$ cat src/rtl/core/assert_macros.svh
// Assertion helpers used by the rate limiter unit.
`ifndef ASSERT_MACROS_SVH
`define ASSERT_MACROS_SVH

// Clocked property that is checked only while reset is released.
`define PCWRL_ASSERT(label, clk, rst_n, prop, msg) \
  label: assert property (@(posedge clk) disable iff (!rst_n) prop) else $error(msg);

// Clocked property that is checked in every cycle, reset included.
`define PCWRL_ASSERT_ALWAYS(label, clk, prop, msg) \
  label: assert property (@(posedge clk) prop) else $error(msg);

`endif

$ cat src/rtl/core/pcwrl_pkg.sv
package pcwrl_pkg;

  localparam int unsigned NumCodesDefault = 16;
  localparam int unsigned CodeW           = 4;
  localparam int unsigned TimeW           = 32;
  localparam int unsigned CountW          = 16;
  localparam int unsigned TotalW          = 32;
  localparam int unsigned CfgIdxW         = 1;
  localparam int unsigned CfgDataW        = 32;

  localparam logic [CountW-1:0] EventsPerWindowReset = CountW'(10);
  localparam logic [TimeW-1:0]  WindowTicksReset     = TimeW'(1000);
  localparam logic [TotalW-1:0] TotalMax             = '1;

  typedef enum logic [1:0] {
    ModeEvent = 2'd0,
    ModeQuery = 2'd1,
    ModeClear = 2'd2
  } mode_e;

  typedef enum logic [CfgIdxW-1:0] {
    CfgEventsPerWindow = 1'b0,
    CfgWindowTicks     = 1'b1
  } cfg_idx_e;

  typedef struct packed {
    logic [1:0]       mode;
    logic [CodeW-1:0] code;
    logic [TimeW-1:0] now_time;
  } req_t;

  typedef struct packed {
    logic              allowed;
    logic [TotalW-1:0] throttled_total;
    logic [TimeW-1:0]  throttle_span;
    logic              has_report;
  } rsp_t;

  // One table entry as it is kept in the entry memory.
  typedef struct packed {
    logic [CountW-1:0] window_count;
    logic [TimeW-1:0]  window_begin;
    logic [TotalW-1:0] suppressed_count;
    logic [TimeW-1:0]  first_suppressed;
    logic [TimeW-1:0]  last_suppressed;
  } entry_t;

  typedef struct packed {
    logic [CountW-1:0] events_per_window;
    logic [TimeW-1:0]  window_ticks;
  } cfg_t;

endpackage

$ cat src/rtl/core/pcwrl_entry_mem.sv
module pcwrl_entry_mem import pcwrl_pkg::*; #(
  parameter int unsigned Depth = NumCodesDefault,
  parameter int unsigned AddrW = $clog2(Depth)
) (
  input  logic             clk_i,
  input  logic             we_i,
  input  logic [AddrW-1:0] waddr_i,
  input  entry_t           wdata_i,
  input  logic             re_i,
  input  logic [AddrW-1:0] raddr_i,
  output entry_t           rdata_o
);

  entry_t mem_q [Depth];
  entry_t rdata_q;

  always_ff @(posedge clk_i) begin
    if (we_i) begin
      mem_q[waddr_i] <= wdata_i;
    end
    if (re_i) begin
      rdata_q <= mem_q[raddr_i];
    end
  end

  assign rdata_o = rdata_q;

endmodule

$ cat src/rtl/core/pcwrl_update.sv
module pcwrl_update import pcwrl_pkg::*; (
  input  logic       valid_i,
  input  entry_t     entry_i,
  input  logic       event_i,
  input  logic [TimeW-1:0] now_i,
  input  cfg_t       cfg_i,
  output entry_t     entry_o,
  output rsp_t       rsp_o
);

  entry_t            base;
  entry_t            upd;
  logic [TimeW-1:0]  elapsed;
  logic              report;

  assign elapsed = now_i - entry_i.window_begin;

  always_comb begin
    base = entry_i;
    if (!valid_i) begin
      base = '0;
      base.window_begin = now_i;
    end else if (elapsed >= cfg_i.window_ticks) begin
      base.window_count = '0;
      base.window_begin = now_i;
    end

    upd = base;
    if (base.window_count >= cfg_i.events_per_window) begin
      if (base.suppressed_count != TotalMax) begin
        upd.suppressed_count = base.suppressed_count + TotalW'(1);
        // The first suppression of the entry also marks the start of the span.
        if (base.suppressed_count == '0) begin
          upd.first_suppressed = now_i;
        end
      end
      upd.last_suppressed = now_i;
    end else begin
      upd.window_count = base.window_count + CountW'(1);
    end
  end

  assign entry_o = upd;

  always_comb begin
    rsp_o = '0;
    if (event_i) begin
      report = upd.suppressed_count != '0;
      rsp_o.allowed = base.window_count < cfg_i.events_per_window;
      if (report) begin
        rsp_o.throttled_total = upd.suppressed_count;
        rsp_o.throttle_span   = upd.last_suppressed - upd.first_suppressed;
        rsp_o.has_report      = 1'b1;
      end
    end else begin
      report = valid_i && (entry_i.suppressed_count != '0);
      if (report) begin
        rsp_o.throttled_total = entry_i.suppressed_count;
        rsp_o.throttle_span   = entry_i.last_suppressed - entry_i.first_suppressed;
        rsp_o.has_report      = 1'b1;
      end
    end
  end

endmodule

$ cat src/rtl/core/per_code_window_rate_limiter_unit.sv
// Per-code fixed-window rate limiter.
// A request is issued by raising start with a payload on req_i while busy is
// low; mode selects an event, a report query or a clear of all entries.
// The code selects one table entry whose window, count and suppression
// record live in a synchronous entry memory; the valid bits are flops.
// The accept edge reads the entry, the next cycle updates and writes it
// back, and the response appears on rsp_o with done_o high in the cycle
// after that, for exactly one cycle. The receiver cannot stall.
// A new request is taken only after the previous one has finished its
// update; busy is high in the update cycle, so reads never overlap a
// pending write. Configuration is written through cfg_we_i, cfg_idx_i
// and cfg_wdata_i; the user must do so only while the block is idle,
// which the block does not enforce. Reset invalidates every entry at
// once and restores the default limit of 10 events per 1000-tick window.
`include "assert_macros.svh"

module per_code_window_rate_limiter_unit import pcwrl_pkg::*; #(
  parameter int unsigned NUM_CODES = NumCodesDefault
) (
  input  logic                clk_i,
  input  logic                rst_ni,
  input  logic                start,
  output logic                busy,
  input  req_t                req_i,
  input  logic                cfg_we_i,
  input  logic [CfgIdxW-1:0]  cfg_idx_i,
  input  logic [CfgDataW-1:0] cfg_wdata_i,
  output logic                done_o,
  output rsp_t                rsp_o
);

  localparam int unsigned IdxW = $clog2(NUM_CODES);
  localparam int unsigned WideW = IdxW + CodeW;

  typedef enum logic {
    Idle,
    Exec
  } state_e;

  state_e               state_q;
  req_t                 req_q;
  rsp_t                 rsp_q;
  logic                 done_q;
  logic [NUM_CODES-1:0] valid_q;
  cfg_t                 cfg_q;

  logic                 accept;
  logic [WideW-1:0]     in_code_wide;
  logic [WideW-1:0]     q_code_wide;
  logic [IdxW-1:0]      in_idx;
  logic [IdxW-1:0]      q_idx;
  logic                 in_range;
  logic                 is_event;
  logic                 is_clear;
  logic                 rsp_take;
  logic                 mem_we;
  entry_t               rd_entry;
  entry_t               wr_entry;
  rsp_t                 upd_rsp;

  assign accept       = start && !busy;
  assign busy         = state_q == Exec;
  assign in_code_wide = {{IdxW{1'b0}}, req_i.code};
  assign q_code_wide  = {{IdxW{1'b0}}, req_q.code};
  assign in_idx       = in_code_wide[IdxW-1:0];
  assign q_idx        = q_code_wide[IdxW-1:0];
  assign in_range     = q_code_wide < WideW'(NUM_CODES);
  assign is_event     = req_q.mode == ModeEvent;
  assign is_clear     = req_q.mode == ModeClear;
  assign rsp_take     = in_range && (is_event || req_q.mode == ModeQuery);
  assign mem_we       = busy && is_event && in_range;

  pcwrl_entry_mem #(
    .Depth (NUM_CODES)
  ) u_entry_mem (
    .clk_i   (clk_i),
    .we_i    (mem_we),
    .waddr_i (q_idx),
    .wdata_i (wr_entry),
    .re_i    (accept),
    .raddr_i (in_idx),
    .rdata_o (rd_entry)
  );

  pcwrl_update u_update (
    .valid_i (valid_q[q_idx]),
    .entry_i (rd_entry),
    .event_i (is_event),
    .now_i   (req_q.now_time),
    .cfg_i   (cfg_q),
    .entry_o (wr_entry),
    .rsp_o   (upd_rsp)
  );

  always_ff @(posedge clk_i or negedge rst_ni) begin
    if (!rst_ni) begin
      cfg_q.events_per_window <= EventsPerWindowReset;
      cfg_q.window_ticks      <= WindowTicksReset;
    end else if (cfg_we_i) begin
      unique case (cfg_idx_e'(cfg_idx_i))
        CfgEventsPerWindow: cfg_q.events_per_window <= cfg_wdata_i[CountW-1:0];
        CfgWindowTicks:     cfg_q.window_ticks      <= cfg_wdata_i[TimeW-1:0];
      endcase
    end
  end

  always_ff @(posedge clk_i or negedge rst_ni) begin
    if (!rst_ni) begin
      state_q <= Idle;
      req_q   <= '0;
      rsp_q   <= '0;
      done_q  <= 1'b0;
      valid_q <= '0;
    end else begin
      done_q <= state_q == Exec;
      unique case (state_q)
        Idle: begin
          if (accept) begin
            req_q   <= req_i;
            state_q <= Exec;
          end
        end
        Exec: begin
          state_q <= Idle;
          rsp_q   <= rsp_take ? upd_rsp : '0;
          unique case (req_q.mode)
            ModeEvent: begin
              if (in_range) begin
                valid_q[q_idx] <= 1'b1;
              end
            end
            ModeClear: valid_q <= '0;
            default: ;
          endcase
        end
      endcase
    end
  end

  assign done_o = done_q;
  assign rsp_o  = rsp_q;

  `PCWRL_ASSERT(a_accept_then_busy, clk_i, rst_ni, accept |=> busy, "request not taken up")
  `PCWRL_ASSERT(a_busy_then_done, clk_i, rst_ni, busy |=> (done_o && !busy), "no response")
  `PCWRL_ASSERT(a_clear_empties, clk_i, rst_ni, (busy && is_clear) |=> !(|valid_q), "clear failed")
  `PCWRL_ASSERT_ALWAYS(a_write_in_update, clk_i, mem_we |-> busy, "write outside update")

endmodule
$ cat config.mk
export PLATFORM = sky130hd
export DESIGN_NAME = per_code_window_rate_limiter_unit
export DESIGN_NICKNAME = d
export VERILOG_FILES = /design/src/rtl/core/pcwrl_pkg.sv /design/src/rtl/core/pcwrl_entry_mem.sv /design/src/rtl/core/pcwrl_update.sv /design/src/rtl/core/per_code_window_rate_limiter_unit.sv
export VERILOG_INCLUDE_DIRS = /design/src /design/src/rtl/core
export SDC_FILE = /design/constraint.sdc
export NUM_CORES = 2
export LEC_CHECK = 0
export BUFFER_PORTS_ARGS = -buffer_cell sky130_fd_sc_hd__clkbuf_2
export CAP_MARGIN = 25
export CORE_MARGIN = 5
export CORE_UTILIZATION = 65
export CTS_CLUSTER_DIAMETER = 40
export DETAILED_ROUTE_END_ITERATION = 10
export PLACE_DENSITY_LB_ADDON = 0.1
export SLEW_MARGIN = 10
export SYNTH_ARGS = -nofsm -noshare
export SYNTH_HDL_FRONTEND = slang
export SYNTH_SLANG_ARGS = --single-unit
$ cat constraint.sdc
create_clock -name clk_i -period 31.5 [get_ports clk_i]
set_input_delay 3.15 -clock clk_i [delete_from_list [all_inputs] [get_ports clk_i]]
set_output_delay 3.15 -clock clk_i [all_outputs]
set_load 0.005 [all_outputs]
==> results.json <==
{
  "skew_ns": 0.0480,
  "ys_types": 84,
  "grt_pass1_vias": 56200,
  "cts_sinks": 2618,
  "drive_above_1_share": 0.281,
  "rrSetupSlack_ns": 18.75,
  "synth_top_area_cell": "edfxtp_1",
  "synth_ff_type": "edfxtp_1",
  "avgSynthCellArea_um2": 20.1,
  "die_w_um": 414,
  "critPathSlowestCell": "buf_4",
  "cp_max_fo": 57,
  "worstMarginPinSlew_ns": 1.14,
  "clock_path_buffers": 4,
  "max_slew_margin": 0.241,
  "synthArstFlopShare": 0.0649,
  "fin_setup_tns_ns": 0,
  "post-dp-hpwl_mm": 142,
  "regArea_um2": 77800,
  "cts_resized": 0,
  "drt_wl_total_mm": 270,
  "worstSetupEndpointType": "flip-flop",
  "hold_buffers": 0,
  "outcome": "complete, no violations",
  "syn-cell-area_um2": 106000,
  "cts_tree": "built",
  "wl_per_cell_um": 33.4,
  "criticalPathCategory": "flip-flop to flip-flop",
  "worstReg2RegStart": "req_q[0]",
  "drt-initial-drc-count": 7446,
  "drc_errors": 0,
  "rows": 148,
  "vias": 55600,
  "syn-instance-count": 5277,
  "final_core_util": 0.743,
  "vias_per_cell": 6.88,
  "drv_cap": 0,
  "synth_top_area_frac": 0.693,
  "h-tree-depth": 5,
  "min_period_ns": 12.75,
  "die_h_um": 414,
  "cp-start-kind": "flip-flop",
  "final_hold_viol_count": 0,
  "ios": 143,
  "startpoint": "req_q[0]",
  "leakagePower_nw": 40.9,
  "multi_input_area_um2": 26900,
  "worst-path-buf-inv": 5,
  "rsz0062_at_grt": "no",
  "core_area_um2": 163000,
  "die_area_um2": 171000,
  "diodes": 0,
  "worstPathRequired_ns": 32.29,
  "p_per_area_nw_per_um2": 74.6,
  "hold_class": "flip-flop to flip-flop",
  "yosys_warnings": 0,
  "synth-seq-cells": 2618,
  "post_cts_buffers": 0,
  "cts_buffers": 322,
  "port_buffers": 142,
  "fin_crit_sh": 0.405,
  "synth_area_leaders": "edfxtp_1 (69%), mux4_2 (15%), dfrtp_1 (3.8%)",
  "hp-start": "valid_q[2]",
  "worstPathArrival_ns": 13.54,
  "grt_overflow": 0,
  "cts_root_buffer": "clkbuf_16",
  "track_usage": 0.316,
  "slowest_delay_ns": 0.57,
  "syn_nets": 5488,
  "grt_max_degree": 116,
  "dp_cells": 7495,
  "fill_cells": 9160,
  "grt_pass1_wl_mm": 393,
  "peakVddDrop_uv": 79.4,
  "setup_violations": 0,
  "start_util": 0.653,
  "clk_pin_slew_ns": 0.06,
  "antenna_left": 0,
  "final_cell_count_no_fill": 8080,
  "antenna_found_initial": 4,
  "fmax_ghz": 0.0784,
  "gp_congestion": 0.913,
  "final_max_slew_viol_count": 0,
  "area_growth_pct": 13.8,
  "drtPass1Iterations": 8,
  "ys_seq_area_frac": 0.733,
  "crit_family": "compound AO/OA/AOI/OAI gates",
  "clk_latency_ns": 0.92,
  "nets": 5878,
  "synth_edf_count": 2448
}
-- registers in the layout, indices dropped and copies added, names as in the netlist --
name,cells
done_o,1
busy,1
u_entry_mem.rdata_o,144
u_entry_mem.mem_q,2304
cfg_q,48
q_idx,4
req_q,34
rsp_o,66
valid_q,16
-- cells in the final DEF (no fill, tap or decap), types with 23 or more instances in the layout --
cell	count
inv_1	183
mux4_2	707
clkbuf_16	330
bufinv_16	30
o2bb2ai_1	40
a21oi_1	111
clkinvlp_4	25
nor3_1	35
nand2_1	207
buf_4	155
a211oi_1	25
dfrtp_1	162
nor2_1	120
clkbuf_1	48
a22o_1	27
o21a_1	40
nor2b_1	39
xnor2_1	75
clkbuf_2	137
ha_1	133
clkinv_1	29
edfxtp_1	2448
mux2_2	99
mux2i_1	31
inv_6	27
xor2_1	54
o21ai_0	84
or3_1	23
nand3_1	40
and2_1	36
a21o_1	38
clkinv_2	29
-- stage by stage --
step	area, um^2	power (mW)	hold WS (ns)	setup slack, ns
after floorplan	106000	4.99	0.413	19.58
after global placement	110000	5.38	0.468	19.29
after detailed placement	110000	5.42	0.476	19.01
after CTS	121000	9.02	0.489	18.93
after global routing	121000	9.30	0.499	17.71
final	121000	9.00	0.488	18.75
-- synthesized netlist by cell type, types with 23 or more instances --
master     count
edfxtp_1    2448
mux4_2       707
nand2_1      207
inv_1        184
dfrtp_1      162
clkbuf_1     157
nor2_1       134
ha_1         133
a21oi_1      111
mux2_2        99
o21ai_0       90
xnor2_1       77
buf_1         76
xor2_1        54
nor2b_1       41
nand3_1       40
o21a_1        40
o2bb2ai_1     40
a21o_1        39
nor3_1        39
and2_1        36
mux2i_1       31
a22o_1        27
a211oi_1      25
or3_1         23
-- area by class of cell --
type,instances,area share
flip-flops and latches,2618,0.644
multi-input cells,2231,0.223
clock inverters,176,0.0160
clock buffers,386,0.0708
inverters,184,0.00572
well taps,2175,0.0225
repair buffers,310,0.0180
-- cells by family after synthesis --
| group | Yosys count | synth area share |
|---|---|---|
| buf+inv | 428 | 0.0154 |
| xor+xnor | 131 | 0.0108 |
| fa+ha+maj | 139 | 0.0165 |
| mux | 838 | 0.164 |
| compound gates | 510 | 0.0333 |
| flops | 2618 | 0.733 |
| simple gates | 613 | 0.0276 |
-- power breakdown --
group	internal [mW]	switching [mW]
Sequential	4.10	0.0854
Combinational	0.422	0.774
Clock	2.20	1.42
Total	6.72	2.28
-- worst paths after layout --
| kind | cells past startpoint | to |
|---|---|---|
| max reg2reg | 56 | rsp_o[31] |
| min reg2reg | 1 | valid_q[2] |
| min in group asynchronous | 1 | cfg_q[24] |
| max in group asynchronous | 3 | req_q[37] |
| min | 1 | valid_q[2] |
| max | 56 | rsp_o[31] |
-- metal layers --
metal,track usage,vias up,share of wire
li1,-,22400,-
met1,0.452,29100,0.38
met2,0.496,3415,0.48
met3,0.0484,627,0.091
met4,0.146,2,0.052
met5,0,-,0.000048
Note: power is estimated with default switching activity, not from simulation.
